## config.mk

```make
export PLATFORM = sky130hd
export DESIGN_NAME = rolling_history_buffer_unit
export DESIGN_NICKNAME = d
export VERILOG_FILES = /design/src/rhb_pkg.sv /design/src/rhb_ram.sv /design/src/rhb_front.sv /design/src/rhb_queue.sv /design/src/rhb_back.sv /design/src/rolling_history_buffer_unit.sv
export SDC_FILE = /design/constraint.sdc
export NUM_CORES = 2
export LEC_CHECK = 0
export BUFFER_PORTS_ARGS = -buffer_cell sky130_fd_sc_hd__buf_2
export CAP_MARGIN = 20
export CORE_MARGIN = 8
export CORE_UTILIZATION = 40
export CTS_BUF_LIST = sky130_fd_sc_hd__clkbuf_8
export CTS_CLUSTER_SIZE = 16
export DETAILED_ROUTE_END_ITERATION = 6
export GPL_ROUTABILITY_DRIVEN = 0
export SETUP_SLACK_MARGIN = 0.05
export SLEW_MARGIN = 20
export SYNTH_ARGS = -nofsm -noshare
export SYNTH_HDL_FRONTEND = slang
export SYNTH_SLANG_ARGS = --single-unit
```

## constraint.sdc

```tcl
create_clock -name clk -period 6.9 [get_ports clk]
set_clock_uncertainty 0.2 [all_clocks]
set_input_delay 1.035 -clock clk [delete_from_list [all_inputs] [get_ports clk]]
set_output_delay 1.035 -clock clk [all_outputs]
set_load 0.005 [all_outputs]
```

## src/rhb_pkg.sv

```systemverilog
// Shared types, constants and helpers for the rolling history buffer.
package rhb_pkg;

	localparam int DEPTH     = 64;
	localparam int ELEM_BITS = 32;
	localparam int IDX_W     = $clog2(DEPTH);
	localparam int MODE_W    = 2;
	localparam int WORD_W    = 32;
	localparam int AC_W      = 7;
	localparam int QUEUE_DEPTH = 4;
	localparam int QPTR_W    = $clog2(QUEUE_DEPTH);

	localparam logic [MODE_W-1:0] MODE_PUSH  = 2'd0;
	localparam logic [MODE_W-1:0] MODE_READ  = 2'd1;
	localparam logic [MODE_W-1:0] MODE_BURST = 2'd2;
	localparam logic [MODE_W-1:0] MODE_FILL  = 2'd3;

	typedef logic [ELEM_BITS-1:0] elem_t;

	typedef enum logic [1:0] {
		OP_WRITE,
		OP_FILL,
		OP_ERR,
		OP_READ
	} op_t;

	typedef struct packed {
		op_t              op;
		logic [IDX_W-1:0] addr;
		logic [AC_W-1:0]  count;
		logic             wraps;
		logic [AC_W-1:0]  depth;
		elem_t            value;
	} cmd_t;

	function automatic elem_t to_elem(input logic [WORD_W-1:0] w);
		logic [63:0] tmp;
		tmp = 64'(w);
		return tmp[ELEM_BITS-1:0];
	endfunction

	function automatic logic [WORD_W-1:0] to_word(input elem_t e);
		logic [63:0] tmp;
		tmp = 64'(e);
		return tmp[WORD_W-1:0];
	endfunction

endpackage

```

## src/rhb_ram.sv

```systemverilog
// Generic single-port-write, registered-read RAM.
module rhb_ram #(
	parameter int WIDTH = 32,
	parameter int DEPTH = 64
) (
	input  logic                     clk,
	input  logic                     we,
	input  logic [$clog2(DEPTH)-1:0] waddr,
	input  logic [WIDTH-1:0]         wdata,
	input  logic                     re,
	input  logic [$clog2(DEPTH)-1:0] raddr,
	output logic [WIDTH-1:0]         rdata
);

	logic [WIDTH-1:0] mem_q [DEPTH];
	logic [WIDTH-1:0] rdata_q;

	always_ff @(posedge clk) begin
		if (we) begin
			mem_q[waddr] <= wdata;
		end
		if (re) begin
			rdata_q <= mem_q[raddr];
		end
	end

	assign rdata = rdata_q;

endmodule

```

## src/rhb_front.sv

```systemverilog
// Front end: takes requests, tracks position and depth, builds queue commands.
module rhb_front (
	input  logic                        clk,
	input  logic                        arst_n,
	input  logic                        cfg_wr_en,
	input  logic [rhb_pkg::AC_W-1:0]    cfg_wr_data,
	input  logic                        in_valid,
	output logic                        in_stall,
	input  logic [rhb_pkg::MODE_W-1:0]  mode,
	input  logic [rhb_pkg::WORD_W-1:0]  write_value,
	input  logic [rhb_pkg::AC_W-1:0]    age_or_count,
	input  logic                        q_full,
	output logic                        q_push,
	output rhb_pkg::cmd_t               q_cmd
);
	import rhb_pkg::*;

	logic [AC_W-1:0]  depth_q;
	logic [IDX_W-1:0] pos_q;
	logic [AC_W-1:0]  d;
	logic [AC_W-1:0]  pos_ext;
	logic [AC_W-1:0]  pos_inc;
	logic [AC_W-1:0]  nm1;
	logic [AC_W-1:0]  addr_ext;
	logic [IDX_W-1:0] nxt_pos;
	logic             wraps;
	logic             accept;

	assign in_stall = q_full;
	assign accept   = in_valid && !q_full;
	assign q_push   = accept;

	always_comb begin
		if (depth_q == '0) begin
			d = AC_W'(1);
		end else if (depth_q > AC_W'(DEPTH)) begin
			d = AC_W'(DEPTH);
		end else begin
			d = depth_q;
		end
		pos_ext  = AC_W'(pos_q);
		pos_inc  = pos_ext + AC_W'(1);
		nxt_pos  = (pos_inc >= d) ? '0 : pos_inc[IDX_W-1:0];
		nm1      = age_or_count - AC_W'(1);
		wraps    = 1'b0;
		addr_ext = '0;

		q_cmd.op    = OP_ERR;
		q_cmd.addr  = '0;
		q_cmd.count = AC_W'(1);
		q_cmd.wraps = 1'b0;
		q_cmd.depth = d;
		q_cmd.value = to_elem(write_value);

		case (mode)
			MODE_PUSH: begin
				q_cmd.op   = OP_WRITE;
				q_cmd.addr = nxt_pos;
			end
			MODE_FILL: begin
				q_cmd.op = OP_FILL;
			end
			MODE_READ: begin
				if (age_or_count < d) begin
					if (age_or_count > pos_ext) begin
						addr_ext = d - (age_or_count - pos_ext);
					end else begin
						addr_ext = pos_ext - age_or_count;
					end
					q_cmd.op   = OP_READ;
					q_cmd.addr = addr_ext[IDX_W-1:0];
				end
			end
			MODE_BURST: begin
				if (age_or_count != '0 && age_or_count <= d) begin
					wraps = nm1 > pos_ext;
					if (wraps) begin
						addr_ext = d - (nm1 - pos_ext);
					end else begin
						addr_ext = pos_ext - nm1;
					end
					q_cmd.op    = OP_READ;
					q_cmd.addr  = addr_ext[IDX_W-1:0];
					q_cmd.count = age_or_count;
					q_cmd.wraps = wraps;
				end
			end
			default: begin
				q_cmd.op = OP_ERR;
			end
		endcase
	end

	always_ff @(posedge clk or negedge arst_n) begin
		if (!arst_n) begin
			depth_q <= AC_W'(DEPTH);
			pos_q   <= '0;
		end else begin
			if (cfg_wr_en) begin
				depth_q <= cfg_wr_data;
			end
			if (accept && mode == MODE_PUSH) begin
				pos_q <= nxt_pos;
			end else if (accept && mode == MODE_FILL) begin
				pos_q <= '0;
			end
		end
	end

endmodule

```

## src/rhb_queue.sv

```systemverilog
// Short command queue between the front and back ends.
module rhb_queue (
	input  logic          clk,
	input  logic          arst_n,
	input  logic          push,
	input  rhb_pkg::cmd_t push_cmd,
	output logic          full,
	input  logic          pop,
	output logic          head_valid,
	output rhb_pkg::cmd_t head_cmd
);
	import rhb_pkg::*;

	cmd_t              slot_q [QUEUE_DEPTH];
	logic [QPTR_W-1:0] wr_ptr_q;
	logic [QPTR_W-1:0] rd_ptr_q;
	logic [QPTR_W:0]   count_q;

	assign full       = count_q == (QPTR_W+1)'(QUEUE_DEPTH);
	assign head_valid = count_q != '0;
	assign head_cmd   = slot_q[rd_ptr_q];

	always_ff @(posedge clk) begin
		if (push) begin
			slot_q[wr_ptr_q] <= push_cmd;
		end
	end

	always_ff @(posedge clk or negedge arst_n) begin
		if (!arst_n) begin
			wr_ptr_q <= '0;
			rd_ptr_q <= '0;
			count_q  <= '0;
		end else begin
			if (push) begin
				wr_ptr_q <= wr_ptr_q + QPTR_W'(1);
			end
			if (pop) begin
				rd_ptr_q <= rd_ptr_q + QPTR_W'(1);
			end
			if (push && !pop) begin
				count_q <= count_q + (QPTR_W+1)'(1);
			end else if (pop && !push) begin
				count_q <= count_q - (QPTR_W+1)'(1);
			end
		end
	end

endmodule

```

## src/rhb_back.sv

```systemverilog
// Back end: executes queued commands against the store and drives results.
module rhb_back (
	input  logic                        clk,
	input  logic                        arst_n,
	input  logic                        head_valid,
	input  rhb_pkg::cmd_t               head_cmd,
	output logic                        pop,
	output logic                        out_valid,
	input  logic                        out_stall,
	output logic                        status,
	output logic [rhb_pkg::WORD_W-1:0]  read_value,
	output logic                        last
);
	import rhb_pkg::*;

	logic             busy_q;
	logic [IDX_W-1:0] cur_idx_q;
	logic [AC_W-1:0]  remain_q;
	logic [DEPTH-1:0] written_q;
	elem_t            fill_val_q;

	logic             v_s1;
	logic             status_s1;
	logic             last_s1;
	logic             rd_s1;
	logic             hit_s1;
	elem_t            fill_s1;

	logic             advance;
	logic             go;
	logic             is_read;
	logic             last_elem;
	logic [IDX_W-1:0] idx;
	logic [AC_W-1:0]  rem;
	logic [AC_W-1:0]  nxt_ext;
	logic [IDX_W-1:0] nxt_idx;
	elem_t            ram_rdata;

	assign advance   = !v_s1 || !out_stall;
	assign go        = head_valid && advance;
	assign is_read   = head_cmd.op == OP_READ;
	assign idx       = busy_q ? cur_idx_q : head_cmd.addr;
	assign rem       = busy_q ? remain_q : head_cmd.count;
	assign last_elem = !is_read || rem == AC_W'(1);
	assign pop       = go && last_elem;
	assign nxt_ext   = AC_W'(idx) + AC_W'(1);
	// wrap the burst index only when the run crosses the ring end
	assign nxt_idx   = (head_cmd.wraps && nxt_ext >= head_cmd.depth) ? '0 : nxt_ext[IDX_W-1:0];

	rhb_ram #(
		.WIDTH(ELEM_BITS),
		.DEPTH(DEPTH)
	) u_store (
		.clk   (clk),
		.we    (go && head_cmd.op == OP_WRITE),
		.waddr (head_cmd.addr),
		.wdata (head_cmd.value),
		.re    (go && is_read),
		.raddr (idx),
		.rdata (ram_rdata)
	);

	always_ff @(posedge clk or negedge arst_n) begin
		if (!arst_n) begin
			busy_q     <= 1'b0;
			cur_idx_q  <= '0;
			remain_q   <= '0;
			written_q  <= '0;
			fill_val_q <= '0;
			v_s1       <= 1'b0;
		end else begin
			if (advance) begin
				v_s1 <= go;
			end
			if (go && is_read) begin
				busy_q    <= !last_elem;
				cur_idx_q <= nxt_idx;
				remain_q  <= rem - AC_W'(1);
			end
			if (go && head_cmd.op == OP_WRITE) begin
				written_q[head_cmd.addr] <= 1'b1;
			end
			// an entry not written since the last fill reads as the fill value
			if (go && head_cmd.op == OP_FILL) begin
				written_q  <= '0;
				fill_val_q <= head_cmd.value;
			end
		end
	end

	always_ff @(posedge clk) begin
		if (go) begin
			status_s1 <= head_cmd.op == OP_ERR;
			last_s1   <= last_elem;
			rd_s1     <= is_read;
			hit_s1    <= written_q[idx];
			fill_s1   <= fill_val_q;
		end
	end

	assign out_valid  = v_s1;
	assign status     = status_s1;
	assign last       = last_s1;
	assign read_value = rd_s1 ? to_word(hit_s1 ? ram_rdata : fill_s1) : '0;

endmodule

```

## src/rolling_history_buffer_unit.sv

```systemverilog
// Top level of the rolling history buffer.
// A taken request enters the command queue; the back end executes it and registers its result.
// Throughput: one request per cycle for push, fill and single reads while no stall is
// raised; a burst of N holds the back end's store read port for N results, one per cycle.
// Reset: position 0, depth 64, store reads as zero through per-entry written bits;
// no clearing pass, requests are taken right after reset.
module rolling_history_buffer_unit (
	input  logic                        clk,
	input  logic                        arst_n,
	input  logic                        cfg_wr_en,
	input  logic [rhb_pkg::AC_W-1:0]    cfg_wr_data,
	input  logic                        in_valid,
	output logic                        in_stall,
	input  logic [rhb_pkg::MODE_W-1:0]  mode,
	input  logic [rhb_pkg::WORD_W-1:0]  write_value,
	input  logic [rhb_pkg::AC_W-1:0]    age_or_count,
	output logic                        out_valid,
	input  logic                        out_stall,
	output logic                        status,
	output logic [rhb_pkg::WORD_W-1:0]  read_value,
	output logic                        last
);
	import rhb_pkg::*;

	logic q_full;
	logic q_push;
	cmd_t q_cmd;
	logic q_pop;
	logic head_valid;
	cmd_t head_cmd;

	rhb_front u_front (
		.clk          (clk),
		.arst_n       (arst_n),
		.cfg_wr_en    (cfg_wr_en),
		.cfg_wr_data  (cfg_wr_data),
		.in_valid     (in_valid),
		.in_stall     (in_stall),
		.mode         (mode),
		.write_value  (write_value),
		.age_or_count (age_or_count),
		.q_full       (q_full),
		.q_push       (q_push),
		.q_cmd        (q_cmd)
	);

	rhb_queue u_queue (
		.clk        (clk),
		.arst_n     (arst_n),
		.push       (q_push),
		.push_cmd   (q_cmd),
		.full       (q_full),
		.pop        (q_pop),
		.head_valid (head_valid),
		.head_cmd   (head_cmd)
	);

	rhb_back u_back (
		.clk        (clk),
		.arst_n     (arst_n),
		.head_valid (head_valid),
		.head_cmd   (head_cmd),
		.pop        (q_pop),
		.out_valid  (out_valid),
		.out_stall  (out_stall),
		.status     (status),
		.read_value (read_value),
		.last       (last)
	);

endmodule

```

==> impl_metrics.csv <==
group,metric,value,unit
global_routing,overflow,0,
sta,grt_setup_unrepaired,"false",
clock_tree,cts_tree,"done",
sta,final_hold_viol_count,0,
job,max-cap-violations,0,
sta,slew_viol_final,0,
synth,syn_inst,7081,
final_layout,n_fill_cell,21400,
synth,synth_common_cells,"edfxtp_1, nand2_1, a21oi_1",
sta,tns,0,ps
critical_path,r2r_end,"u_back.u_store.rdata[8]",
power,powerDensity,522,mW/mm²
die,core,0.245,mm²
final_layout,final_layout_size_suffix_gt1_share,13.3,%
critical_path,path_class,"flip-flop to flip-flop",
synth,synth_nets,7218,
die,ios,89,
sta,min_period_over_period,77.2,%
critical_path,path_max_fanout,60,
synth,ys_seq_area_share,74.7,%
route,routedWlPerCell,27.7,µm
sta,fin_crit,5330,ps
die,start_util,40.1,%
synth,synth-edff-count,2336,
route,detail-route-antenna-nets,0,
global_routing,antenna_found_initial,14,
critical_path,cp.depth,12,
global_routing,grt_pass1_wl,433000,µm
route,viasPerCell,5.78,
placement,port_buffers,88,
clock_tree,postCtsHoldBufs,42,
die,rows,182,
synth,ys_types,66,
critical_path,critPathSlowestCell,"nor4_2",
min_path,worstHoldPathType,"input port to flip-flop",
sta,fmax,188,MHz
synth,synth.most_common_cell,"edfxtp_1",
synth,synthTopCellsByArea,"edfxtp_1, nand2_1, dfrtp_1",
clock_tree,clk_pin_slew,60,ps
synth,synth_top_area_share,71.4,%
clock_tree,cts_buffers,404,
final_layout,area_growth,13.4,%
placement,placed_cells,10200,
critical_path,crit_chain,"buf_4, mux4_2, mux2i_4, inv_6, buf_4, nor2_1, nand2_1, buf_4, buf_4, o22ai_1, nor4_2, a21o_1",
synth,synthArstFlopShare,5.31,%
power,leakage,38.9,nW
critical_path,critPathTopFamily,"buffers and inverters",
die,die_x,512,µm
clock_tree,clk_latency,1080,ps
clock_tree,post_cts_resized,0,
final_layout,layout.cells.non_filler,11000,
critical_path,crit_required,7620,ps
synth,syn-cell-area,0.0983,mm²
sta,finalSetupViolCount,0,
critical_path,rr_worst_depth,12,
critical_path,worst-path-buf-inv,5,
critical_path,crit_start,"u_queue.rd_ptr_q[1]",
clock_tree,htree_levels,5,
clock_tree,cts_buffer_depth,4,
route,vias,63300,
critical_path,critPathCaptureType,"flip-flop",
power,max-vdd-ir-drop,638,µV
synth,yosysWarningCount,0,
global_routing,grt_max_degree,171,
global_routing,grt_pass1_vias,61000,
synth,ys_ff_latch,2467,
route,firstDrtPassIters,5,
synth,yosysTopAreaCell,"edfxtp_1",
critical_path,slowest_delay,690,ps
synth,ys.flop_type,"edfxtp_1",
power,p_total,0.0582,W
die,die_area,0.262,mm²
final_layout,final_net_count,7549,
sta,slew_headroom,15.0,%
critical_path,worst_setup_path_start_kind,"flip-flop",
die,die-height,512,µm
sta,tightestPinTransition,1260,ps
global_routing,grtUsageTotal,22.3,%
critical_path,r2r_slack,1570,ps
outcome,status,"complete, no violations",
critical_path,worst_path_most_repeated_cell,"buf_4",
clock_tree,cts_num_sinks,2467,
placement,hpwl,173000,µm
clock_tree,post_cts_buffers,0,
critical_path,crit_path_end,"u_back.u_store.rdata[8]",
route,routed_wl,303000,µm
route,drt_iter0_markers,8744,
route,drc,0,
clock_tree,root_buffer,"clkbuf_8",
critical_path,r2r-start,"u_queue.rd_ptr_q[1]",
critical_path,arrival,6050,ps
synth,syn_avg_cell_area,13.9,µm²
-- state kept, by name, indices dropped and copies added, names as in the netlist, 3 cells and up --
register	cells
u_back.cur_idx_q	6
u_back.fill_s1	32
u_back.fill_val_q	32
u_back.remain_q	7
u_back.u_store.mem_q	2048
u_back.u_store.rdata	32
u_back.written_q	64
u_front.depth_q	7
u_front.pos_q	6
u_queue.count_q	3
u_queue.slot_q	220
-- final cells by class --
class / count / area (µm²) / share of cell area, %
flip-flops and latches: 2467 / 73400 / 65.9
clock buffers: 435 / 5990 / 5.37
clock inverters: 283 / 1230 / 1.10
repair buffers: 368 / 3070 / 2.75
well taps: 3220 / 4030 / 3.62
multi-input cells: 4107 / 23400 / 21.0
inverters: 64 / 253 / 0.227
diodes: 9 / 22.5 / 0.0202
-- cells in the final DEF (no fill, tap or decap), types with 77 or more instances in the layout --
master    synthesis  final
edfxtp_1       2336   2336
nand2_1        1905   1898
clkbuf_8          0    435
a21oi_1         355    355
nand3_1         299    299
inv_1            60    219
buf_4            11    203
and3_1          193    193
a31oi_1         191    191
o22ai_1         192    191
a32oi_1         129    129
dfrtp_1         130    128
buf_2           126     88
clkinv_1          2     77
-- power by group --
group	switching, W	total, W	leakage (nW)	internal (W)
logic	0.0193	0.0260	11.8	0.00673
clock network	0.00571	0.0116	4.29	0.00588
registers	0.000506	0.0206	22.8	0.0201
-- worst min-delay path by stage --
stage	from	to	slack (ps)	cells after the start
global route	cfg_wr_en	u_front.depth_q[5]	120	2
finish	cfg_wr_en	u_front.depth_q[5]	180	2
detailed placement	u_back.fill_val_q[13]	u_back.fill_s1[13]	230	0
CTS	cfg_wr_en	u_front.depth_q[5]	70	2
global placement	u_back.fill_val_q[16]	u_back.fill_s1[16]	230	0
floorplan	u_back.fill_val_q[0]	u_back.fill_s1[0]	220	0
-- through the flow --
| stage | hold slack [ps] | utilization, % | setup slack, ps | instance area, µm² |
|---|---|---|---|---|
| floorplan | 219 | - | 2910 | 98300 |
| global placement | 226 | 42.2 | 506 | 103000 |
| detailed placement | 228 | 42.3 | 1640 | 104000 |
| CTS | 72.5 | 45.5 | 1600 | 111000 |
| global route | 117 | 45.5 | 1440 | 111000 |
| finish | 181 | 45.5 | 1570 | 111000 |
-- layer usage --
| metal | up-vias | GRT usage [%] | wire length, µm |
|---|---|---|---|
| met3 | 585 | 4.14 | 29700 |
| met1 | 32000 | 30.1 | 120000 |
| met2 | 3523 | 35.3 | 140000 |
| met5 | - | 0 | 24 |
| met4 | 4 | 9.58 | 14100 |
| li1 | 27200 | - | - |
-- kinds of logic after synthesis --
group | share of synthesized area (%)
xor gates and xnor gates | 0.401
DFF | 74.7
and+or+nand+nor | 11.2
buffers and inverters | 2.15
muxes | 2.42
adders and majority gates | 1.16
AOI/OAI and AO/OA | 7.91
Note: power is estimated with default switching activity, not from simulation.
